<file path="src/sv/scrolling_display_marquee_defines.svh">
// assertion macros for the scrolling display marquee
// used by the top level, expects i_clk and i_rst_n in scope
`ifndef SCROLLING_DISPLAY_MARQUEE_DEFINES_SVH
`define SCROLLING_DISPLAY_MARQUEE_DEFINES_SVH

// checked while out of reset
`define SDM_ASSERT(lbl, prop, msg) \
    lbl: assert property (@(posedge i_clk) disable iff (!i_rst_n) prop) \
        else $error(msg);

// checked at every edge, reset included
`define SDM_ASSERT_ALWAYS(lbl, prop, msg) \
    lbl: assert property (@(posedge i_clk) prop) \
        else $error(msg);

`endif

</file>
<file path="src/sv/sdm_pkg.sv">
// shared constants, codes and types of the scrolling display marquee
// no dependencies
`default_nettype none

package sdm_pkg;

    localparam int DIGITS    = 8;
    localparam int MSG_DEPTH = 256;
    localparam int ADDR_W    = $clog2(MSG_DEPTH);
    localparam int LEN_W     = 9;
    localparam int IDX_W     = 10;
    localparam int TIMER_W   = 16;
    localparam int CHAR_W    = 8;
    localparam int POS_W     = 3;
    localparam int DIR_W     = 2;

    localparam logic [TIMER_W-1:0] TIMER_MAX = {TIMER_W{1'b1}};

    typedef enum logic [1:0] {
        OP_TICK  = 2'd0,
        OP_WRITE = 2'd1,
        OP_START = 2'd2,
        OP_STOP  = 2'd3
    } t_op;

    localparam logic [DIR_W-1:0] DIR_NONE  = 2'd0;
    localparam logic [DIR_W-1:0] DIR_LEFT  = 2'd1;
    localparam logic [DIR_W-1:0] DIR_RIGHT = 2'd2;

    localparam logic REG_DIRECTION = 1'b0;
    localparam logic REG_INTERVAL  = 1'b1;

    typedef enum logic [2:0] {
        M_IDLE  = 3'b001,
        M_RESET = 3'b010,
        M_RUN   = 3'b100
    } t_mode;

    typedef struct packed {
        logic clear;
        logic shift_l;
        logic shift_r;
        logic load;
        logic drain;
    } t_cell_ctl;

endpackage

`default_nettype wire

</file>
<file path="src/sv/sdm_ram.sv">
// generic single write port, single read port ram with registered read
// no dependencies
`default_nettype none

module sdm_ram #(
    parameter int WIDTH = 8,
    parameter int DEPTH = 256
) (
    input  wire logic                     i_clk,
    input  wire logic                     i_we,
    input  wire logic [$clog2(DEPTH)-1:0] i_waddr,
    input  wire logic [WIDTH-1:0]         i_wdata,
    input  wire logic                     i_re,
    input  wire logic [$clog2(DEPTH)-1:0] i_raddr,
    output logic      [WIDTH-1:0]         o_rdata
);

    logic [WIDTH-1:0] r_mem [DEPTH];
    logic [WIDTH-1:0] r_rdata;

    always_ff @(posedge i_clk) begin
        if (i_we) begin
            r_mem[i_waddr] <= i_wdata;
        end
        if (i_re) begin
            r_rdata <= r_mem[i_raddr];
        end
    end

    assign o_rdata = r_rdata;

endmodule

`default_nettype wire

</file>
<file path="src/sv/sdm_cell.sv">
// one display cell with its output snapshot cell
// depends on sdm_pkg
`default_nettype none

module sdm_cell (
    input  wire logic                          i_clk,
    input  wire sdm_pkg::t_cell_ctl            i_ctl,
    input  wire logic [sdm_pkg::CHAR_W-1:0]    i_from_left,
    input  wire logic [sdm_pkg::CHAR_W-1:0]    i_from_right,
    input  wire logic [sdm_pkg::CHAR_W-1:0]    i_out_from_right,
    output logic      [sdm_pkg::CHAR_W-1:0]    o_disp,
    output logic      [sdm_pkg::CHAR_W-1:0]    o_out
);

    logic [sdm_pkg::CHAR_W-1:0] r_disp;
    logic [sdm_pkg::CHAR_W-1:0] n_disp;
    logic [sdm_pkg::CHAR_W-1:0] r_out;
    logic [sdm_pkg::CHAR_W-1:0] n_out;

    always_comb begin
        priority if (i_ctl.clear) begin
            n_disp = '0;
        end else if (i_ctl.shift_l) begin
            n_disp = i_from_right;
        end else if (i_ctl.shift_r) begin
            n_disp = i_from_left;
        end else begin
            n_disp = r_disp;
        end
    end

    always_comb begin
        priority if (i_ctl.load) begin
            n_out = n_disp;
        end else if (i_ctl.drain) begin
            n_out = i_out_from_right;
        end else begin
            n_out = r_out;
        end
    end

    always_ff @(posedge i_clk) begin
        r_disp <= n_disp;
        r_out  <= n_out;
    end

    assign o_disp = r_disp;
    assign o_out  = r_out;

endmodule

`default_nettype wire

</file>
<file path="src/sv/scrolling_display_marquee.sv">
// top level of the scrolling display marquee: control, message ram, cell row
// depends on sdm_pkg, sdm_ram, sdm_cell and scrolling_display_marquee_defines.svh
//
// channel   dir  handshake            payload
// s         in   i_s_tvalid/o_s_tready  tdata: operation, address, value, length
// m         out  o_m_tvalid/i_m_tready  tdata: position, character; tlast: last
// cfg       in   psel/penable/pwrite    direction @0x0, interval_ticks @0x4
//
// a firing tick reads the message ram as it is taken, is registered, shifts the
// cell row once the output row is free and drains 8 results, one per cycle while
// i_m_tready is high; it holds the output cell row until the drain chain ends
// reset is synchronous; mode, timer, index, length and handshake state are cleared
// o_s_tready drops only while a firing tick waits for the output row to empty
`default_nettype none
`include "scrolling_display_marquee_defines.svh"

module scrolling_display_marquee (
    input  wire logic        i_clk,
    input  wire logic        i_rst_n,
    input  wire logic        i_s_tvalid,
    output logic             o_s_tready,
    // [1:0] operation, [9:2] address, [17:10] value, [26:18] length, [31:27] zero
    input  wire logic [31:0] i_s_tdata,
    output logic             o_m_tvalid,
    input  wire logic        i_m_tready,
    // [2:0] position, [10:3] character, [15:11] zero
    output logic      [15:0] o_m_tdata,
    output logic             o_m_tlast,
    input  wire logic        psel,
    input  wire logic        penable,
    input  wire logic        pwrite,
    input  wire logic [2:0]  paddr,
    input  wire logic [31:0] pwdata,
    output logic      [31:0] prdata,
    output logic             pready
);

    typedef struct packed {
        logic                       fire;
        logic                       clear;
        logic                       zero;
        logic [sdm_pkg::DIR_W-1:0]  dir;
    } t_s2;

    // configuration
    logic [sdm_pkg::DIR_W-1:0]   r_dir;
    logic [sdm_pkg::TIMER_W-1:0] r_interval;

    assign pready = 1'b1;

    always_ff @(posedge i_clk) begin
        if (!i_rst_n) begin
            r_dir      <= sdm_pkg::DIR_LEFT;
            r_interval <= sdm_pkg::TIMER_W'(250);
        end else if (psel && penable && pwrite && pready) begin
            if (paddr[2] == sdm_pkg::REG_DIRECTION) begin
                r_dir <= pwdata[sdm_pkg::DIR_W-1:0];
            end else begin
                r_interval <= pwdata[sdm_pkg::TIMER_W-1:0];
            end
        end
    end

    assign prdata = (paddr[2] == sdm_pkg::REG_INTERVAL) ? 32'(r_interval) : 32'(r_dir);

    // input fields
    sdm_pkg::t_op                 w_op;
    logic [7:0]                   w_addr;
    logic [7:0]                   w_value;
    logic [sdm_pkg::LEN_W-1:0]    w_len;

    assign w_op    = sdm_pkg::t_op'(i_s_tdata[1:0]);
    assign w_addr  = i_s_tdata[9:2];
    assign w_value = i_s_tdata[17:10];
    assign w_len   = i_s_tdata[26:18];

    // control state
    sdm_pkg::t_mode              r_mode, n_mode;
    logic [sdm_pkg::TIMER_W-1:0] r_timer, n_timer;
    logic [sdm_pkg::IDX_W-1:0]   r_idx, n_idx;
    logic [sdm_pkg::LEN_W-1:0]   r_len, n_len;
    logic [sdm_pkg::TIMER_W-1:0] w_tinc;
    logic [sdm_pkg::IDX_W-1:0]   w_back;

    t_s2                          s1;
    t_s2                          r_s2;
    logic                         r_s2_valid;
    logic                         s2_go;
    logic                         s_acc;

    logic                         ram_we;
    logic                         ram_re;
    logic [sdm_pkg::ADDR_W-1:0]   ram_raddr;
    logic [sdm_pkg::CHAR_W-1:0]   ram_rdata;

    logic                         r_out_busy;
    logic [sdm_pkg::POS_W-1:0]    r_out_cnt;
    logic                         out_last;
    logic                         out_hs;
    logic                         out_free;

    sdm_pkg::t_cell_ctl           cell_ctl;
    logic [sdm_pkg::CHAR_W-1:0]   w_enter;
    logic [sdm_pkg::CHAR_W-1:0]   w_disp [sdm_pkg::DIGITS];
    logic [sdm_pkg::CHAR_W-1:0]   w_out  [sdm_pkg::DIGITS];

    assign out_last = (r_out_cnt == sdm_pkg::POS_W'(sdm_pkg::DIGITS - 1));
    assign out_hs   = r_out_busy && i_m_tready;
    assign out_free = !r_out_busy || (out_hs && out_last);
    assign s2_go    = r_s2_valid && (!r_s2.fire || out_free);

    assign o_s_tready = !r_s2_valid || s2_go;
    assign s_acc      = i_s_tvalid && o_s_tready;

    assign w_tinc = (r_timer < sdm_pkg::TIMER_MAX) ? r_timer + 1'b1 : r_timer;
    assign w_back = sdm_pkg::IDX_W'(r_len) - 1'b1 - r_idx;

    always_comb begin
        n_mode    = r_mode;
        n_timer   = r_timer;
        n_idx     = r_idx;
        n_len     = r_len;
        s1        = '0;
        s1.dir    = r_dir;
        ram_we    = 1'b0;
        ram_raddr = (r_dir == sdm_pkg::DIR_RIGHT) ? w_back[sdm_pkg::ADDR_W-1:0]
                                                  : r_idx[sdm_pkg::ADDR_W-1:0];
        if (s_acc) begin
            unique case (w_op)
                sdm_pkg::OP_WRITE: begin
                    ram_we = (int'(w_addr) < sdm_pkg::MSG_DEPTH);
                end
                sdm_pkg::OP_START: begin
                    n_len  = (int'(w_len) > sdm_pkg::MSG_DEPTH) ?
                             sdm_pkg::LEN_W'(sdm_pkg::MSG_DEPTH) : w_len;
                    n_mode = sdm_pkg::M_RESET;
                end
                sdm_pkg::OP_STOP: begin
                    n_mode = sdm_pkg::M_IDLE;
                end
                sdm_pkg::OP_TICK: begin
                    unique case (r_mode)
                        sdm_pkg::M_RESET: begin
                            s1.clear = 1'b1;
                            n_timer  = sdm_pkg::TIMER_MAX;
                            n_idx    = '0;
                            n_mode   = sdm_pkg::M_RUN;
                        end
                        sdm_pkg::M_RUN: begin
                            if (w_tinc < r_interval) begin
                                n_timer = w_tinc;
                            end else begin
                                n_timer = '0;
                                if (r_idx >= sdm_pkg::IDX_W'(r_len)
                                             + sdm_pkg::IDX_W'(sdm_pkg::DIGITS)) begin
                                    n_mode = sdm_pkg::M_RESET;
                                end else begin
                                    s1.fire = 1'b1;
                                    s1.zero = (r_idx >= sdm_pkg::IDX_W'(r_len));
                                    n_idx   = r_idx + 1'b1;
                                end
                            end
                        end
                        default: begin
                        end
                    endcase
                end
                default: begin
                end
            endcase
        end
    end

    assign ram_re = s1.fire;

    always_ff @(posedge i_clk) begin
        if (!i_rst_n) begin
            r_mode     <= sdm_pkg::M_IDLE;
            r_timer    <= '0;
            r_idx      <= '0;
            r_len      <= '0;
            r_s2_valid <= 1'b0;
        end else begin
            r_mode  <= n_mode;
            r_timer <= n_timer;
            r_idx   <= n_idx;
            r_len   <= n_len;
            if (s_acc) begin
                r_s2_valid <= s1.fire || s1.clear;
            end else if (s2_go) begin
                r_s2_valid <= 1'b0;
            end
        end
    end

    always_ff @(posedge i_clk) begin
        if (s_acc) begin
            r_s2 <= s1;
        end
    end

    sdm_ram #(
        .WIDTH (sdm_pkg::CHAR_W),
        .DEPTH (sdm_pkg::MSG_DEPTH)
    ) u_msg_ram (
        .i_clk   (i_clk),
        .i_we    (ram_we),
        .i_waddr (sdm_pkg::ADDR_W'(w_addr)),
        .i_wdata (w_value),
        .i_re    (ram_re),
        .i_raddr (ram_raddr),
        .o_rdata (ram_rdata)
    );

    // cell row control
    assign w_enter = r_s2.zero ? '0 : ram_rdata;

    always_comb begin
        cell_ctl.clear   = s2_go && r_s2.clear;
        cell_ctl.load    = s2_go && r_s2.fire;
        cell_ctl.shift_l = cell_ctl.load && (r_s2.dir == sdm_pkg::DIR_LEFT);
        cell_ctl.shift_r = cell_ctl.load && (r_s2.dir == sdm_pkg::DIR_RIGHT);
        cell_ctl.drain   = out_hs;
    end

    for (genvar j = 0; j < sdm_pkg::DIGITS; j++) begin : g_cell
        logic [sdm_pkg::CHAR_W-1:0] w_left;
        logic [sdm_pkg::CHAR_W-1:0] w_right;
        logic [sdm_pkg::CHAR_W-1:0] w_out_right;

        if (j == 0) begin : g_first
            assign w_left = w_enter;
        end else begin : g_mid_l
            assign w_left = w_disp[j-1];
        end

        if (j == sdm_pkg::DIGITS - 1) begin : g_last
            assign w_right     = w_enter;
            assign w_out_right = '0;
        end else begin : g_mid_r
            assign w_right     = w_disp[j+1];
            assign w_out_right = w_out[j+1];
        end

        sdm_cell u_cell (
            .i_clk            (i_clk),
            .i_ctl            (cell_ctl),
            .i_from_left      (w_left),
            .i_from_right     (w_right),
            .i_out_from_right (w_out_right),
            .o_disp           (w_disp[j]),
            .o_out            (w_out[j])
        );
    end

    // output drain
    always_ff @(posedge i_clk) begin
        if (!i_rst_n) begin
            r_out_busy <= 1'b0;
            r_out_cnt  <= '0;
        end else if (cell_ctl.load) begin
            r_out_busy <= 1'b1;
            r_out_cnt  <= '0;
        end else if (out_hs) begin
            r_out_busy <= !out_last;
            r_out_cnt  <= r_out_cnt + 1'b1;
        end
    end

    assign o_m_tvalid = r_out_busy;
    assign o_m_tdata  = {5'b0, w_out[0], r_out_cnt};
    assign o_m_tlast  = out_last;

    `SDM_ASSERT(a_s2_holds, r_s2_valid && r_s2.fire && !out_free |=> r_s2_valid, "firing tick lost while output row busy")
    `SDM_ASSERT(a_drain_ends, o_m_tvalid && o_m_tlast && i_m_tready && !cell_ctl.load |=> !o_m_tvalid, "output still valid after final cell")
    `SDM_ASSERT(a_load_pos0, cell_ctl.load |=> o_m_tvalid && (o_m_tdata[2:0] == 3'd0), "refresh does not start at cell zero")
    `SDM_ASSERT(a_clear_fire, !(r_s2_valid && r_s2.fire && r_s2.clear), "clear and fire in one item")

endmodule

`default_nettype wire
</file>
<file path="config.mk">
export PLATFORM = sky130hd
export DESIGN_NAME = scrolling_display_marquee
export DESIGN_NICKNAME = d
export VERILOG_FILES = /design/src/sv/sdm_pkg.sv /design/src/sv/sdm_ram.sv /design/src/sv/sdm_cell.sv /design/src/sv/scrolling_display_marquee.sv
export VERILOG_INCLUDE_DIRS = /design/src /design/src/sv
export SDC_FILE = /design/constraint.sdc
export NUM_CORES = 2
export LEC_CHECK = 0
export ABC_AREA = 1
export BUFFER_PORTS_ARGS = -buffer_cell sky130_fd_sc_hd__buf_2
export CORE_UTILIZATION = 70
export CTS_BUF_LIST = sky130_fd_sc_hd__clkbuf_8
export DETAILED_ROUTE_END_ITERATION = 16
export HOLD_SLACK_MARGIN = 0.15
export PLACE_DENSITY = 0.83
export SLEW_MARGIN = 10
export SYNTH_ARGS = -nofsm -noshare
export SYNTH_HDL_FRONTEND = slang
export SYNTH_HIERARCHICAL = 1
export SYNTH_SLANG_ARGS = --single-unit
</file>
<file path="constraint.sdc">
create_clock -name i_clk -period 6.96 [get_ports i_clk]
set_input_delay 0.696 -clock i_clk [delete_from_list [all_inputs] [get_ports i_clk]]
set_output_delay 0.696 -clock i_clk [all_outputs]
set_load 0.02 [all_outputs]
</file>
==> flow_metrics.env <==
export IMPL_grtUsageMet1=0.446
export IMPL_period_needed_ps=4910
export IMPL_wl_um=234000
export IMPL_wl_per_cell_um=22.3
export IMPL_power_density_mw_per_mm2=247
export IMPL_grt_max_degree=237
export IMPL_ys_top_cells_by_area="edfxtp_1 (67%), nand3_1 (11%), nand2_1 (9.7%)"
export IMPL_core_region_area_mm2=0.134
export IMPL_multi_input_area_mm2=0.0249
export IMPL_path_cells="inv_1 > nand2_1 > nand2_1 > o21ai_4 > buf_12 > inv_16 > buf_4 > nand2_1 > nand3_1 > nand3_1 > nand3_1 > nand3_1 > nand3_1 > nand3_1 > nand2_1 > nand2_1 > nand2_1"
export IMPL_rsz0062_at_grt="no"
export IMPL_place_ws_ps=2320
export IMPL_synth_largest_area_cell="edfxtp_1"
export IMPL_worst_pin_slew_ps=1300
export IMPL_place_area_mm2=0.0957
export IMPL_drive_gt1_frac=0.0860
export IMPL_hold_depth=1
export IMPL_yosysMostFrequentCell="nand2_1"
export IMPL_crit_path_start_kind="flop"
export IMPL_end_kind="flop"
export IMPL_use_met3=0.0705
export IMPL_post_cts_buffers=0
export IMPL_cp_buffers_inverters=4
export IMPL_fin_crit_sh=0.706
export IMPL_dp_hpwl_um=130000
export IMPL_synth_area_per_cell_um2=11.2
export IMPL_antenna_found_initial=11
export IMPL_fin_skew_ps=76.4
export IMPL_critPathKind="reg -> reg"
export IMPL_nets=8603
export IMPL_drv_cap=0
export IMPL_fmax_mhz=204
export IMPL_via_per_inst=6.30
export IMPL_slowest_delay_ps=690
export IMPL_syn_area_mm2=0.0949
export IMPL_die_h_um=370
export IMPL_yosysTopAreaCellShare=0.672
export IMPL_path_depth=17
export IMPL_grt_pass1_vias=63000
export IMPL_use_met2=0.537
export IMPL_gp_congestion=0.906
export IMPL_ys_top_cells_by_count="nand2_1 (2,440), edfxtp_1 (2,125), nand3_1 (2,113)"
export IMPL_design_area_mm2=0.102
export IMPL_ys_seq_area_frac=0.699
export IMPL_synthFlopType="edfxtp_1"
export IMPL_syn_to_final_growth_pct=7.59
export IMPL_grt_overflow=0
export IMPL_async_flop_share=0
export IMPL_hold_violations=0
export IMPL_crit_arrival_ps=5660
export IMPL_required_ps=7710
export IMPL_initial_core_util=0.708
export IMPL_ant_nets=0
export IMPL_finalMaxSlewViolations=0
export IMPL_cts_path_max_buffers=4
export IMPL_grt_pass1_wl_um=353000
export IMPL_drt_pre_antenna_iters=7
export IMPL_min_path_type="in -> reg"
export IMPL_root_buffer="clkbuf_8"
export IMPL_path_max_fanout=236
export IMPL_setup_viol=0
export IMPL_layout_setup_ws_ps=2050
export IMPL_clk_pin_slew_ps=60
export IMPL_peakVddDrop_mv=0.314
export IMPL_power_leakage_nw=36.8
export IMPL_fin_setup_tns_ps=0
export IMPL_die_area_mm2=0.137
export IMPL_num_vias=66100
export IMPL_clock_latency_ps=1050
export IMPL_port_buffers=80
export IMPL_synth_seq_cells=2250
export IMPL_nFillCells=7924
export IMPL_synth_cell_types=45
export IMPL_fp_dieW_um=370
export IMPL_drc=0
export IMPL_outcome="finished clean"
export IMPL_cts_buffers=355
export IMPL_synth_warnings=6
export IMPL_seq_area_mm2=0.0663
export IMPL_drt_first_iter_violations=9835
export IMPL_synth_edff_count=2125
export IMPL_tritoncts="yes"
export IMPL_rr_worst_depth=17
export IMPL_max_slew_margin=0.134
export IMPL_cts_max_level=5
export IMPL_clkSinkCount=2250
export IMPL_ioPinCount=126
export IMPL_num_rows=134
export IMPL_critical_path_top_delay_family="simple AND/OR/NAND/NOR gates"
export IMPL_slowest_stage="nand2_1"
export IMPL_grt_total_usage=0.338
export IMPL_grt_busiest_layer="met2"
export IMPL_syn_instance_count=8449
## report_power, final
part,switching (mW),internal [mW],leakage (nW)
Clock,4.88,4.90,3.47
Sequential,0.0250,14.8,20.1
Combinational,0.476,0.137,13.2
## worst reg2reg max path, stage by stage, from the launching register on
cell and delay, ps:
dfxtp_1 370, inv_1 80, nand2_1 690, nand2_1 210, o21ai_4 130, buf_12 470
inv_16 390, buf_4 830, nand2_1 120, nand3_1 70, nand3_1 150, nand3_1 140
nand3_1 190, nand3_1 270, nand3_1 230, nand2_1 180, nand2_1 110, nand2_1 60
## layer usage
| layer | share of wire | vias up |
|---|---|---|
| met2 | 0.47 | 4605 |
| met3 | 0.12 | 769 |
| met4 | 0.048 | 8 |
| li1 | - | 29600 |
| met1 | 0.36 | 31100 |
| met5 | 0.00023 | - |
## sequential cells by signal, indices dropped and copies added, names as in the netlist
signal	count
g_cell.u_cell/o_disp	64
g_cell.u_cell/o_out	64
o_m_tvalid	1
r_dir	2
r_idx	10
r_interval	16
r_len	9
r_mode	3
r_out_cnt	3
r_s2	5
r_s2_valid	1
r_timer	16
u_msg_ram/o_rdata	8
u_msg_ram/r_mem	2048
## through the flow
step                power, mW  instances  hold WS (ps)   util
floorplan                15.4       8477           408      -
global placement         15.7       9853           460  0.715
detailed placement       15.7       9853           474  0.715
CTS                      25.3      10500           151  0.762
global route             25.9      10500           217  0.762
finish                   25.2      10500           196  0.762
## cells by family (layout without fill, tap and decap cells)
family,Yosys count,in the layout,synth area share
adders and majority gates,49,49,0.00654
buffers and inverters,785,1019,0.0411
AOI/OAI and AO/OA,211,211,0.0117
other,2,37,0.0000791
xor gates and xnor gates,25,25,0.00231
and+or+nand+nor,5127,5127,0.239
DFF,2250,2250,0.699
## final cells by class
cell class                      instances  share of cell area
Sequential cell                      2250               0.649
Multi-Input combinational cell       5442               0.244
Clock buffer                          363              0.0489
Tap cell                             1768              0.0217
Timing Repair Buffer                  203              0.0169
Clock inverter                        225             0.00962
Inverter                              228             0.00950
Antenna cell                            7            0.000172
## final timing paths
kind,from,slack [ps],endpoint
max,r_dir[0],2050,u_msg_ram/o_rdata[5]
min,i_s_tdata[14],200,u_msg_ram/r_mem[233][4]
max reg2reg,r_dir[0],2050,u_msg_ram/o_rdata[5]
min reg2reg,r_interval[14],480,r_interval[14]
## repair_timing
action | 4_1_cts | 5_1_grt
hold endpoints to repair | 98 | 0
gates resized for setup | 0 | 0
hold buffers | 38 | 0
## cells in the final DEF, fill, tap and decap left out, drive strengths merged, types with 7 or more instances in the layout
master / count
xor2: 17
dlygate4sd3: 38
nand2: 2507
nor3: 13
conb: 30
edfxtp: 2125
clkinv: 108
or2: 8
a21oi: 159
o21ai: 35
nand3: 2179
buf: 165
diode: 7
nor2: 347
and2: 64
inv: 335
clkbuf: 363
xnor2: 8
clkinvlp: 7
dfxtp: 125
a211oi: 9
ha: 48
Power figures use the tool's default switching activity.
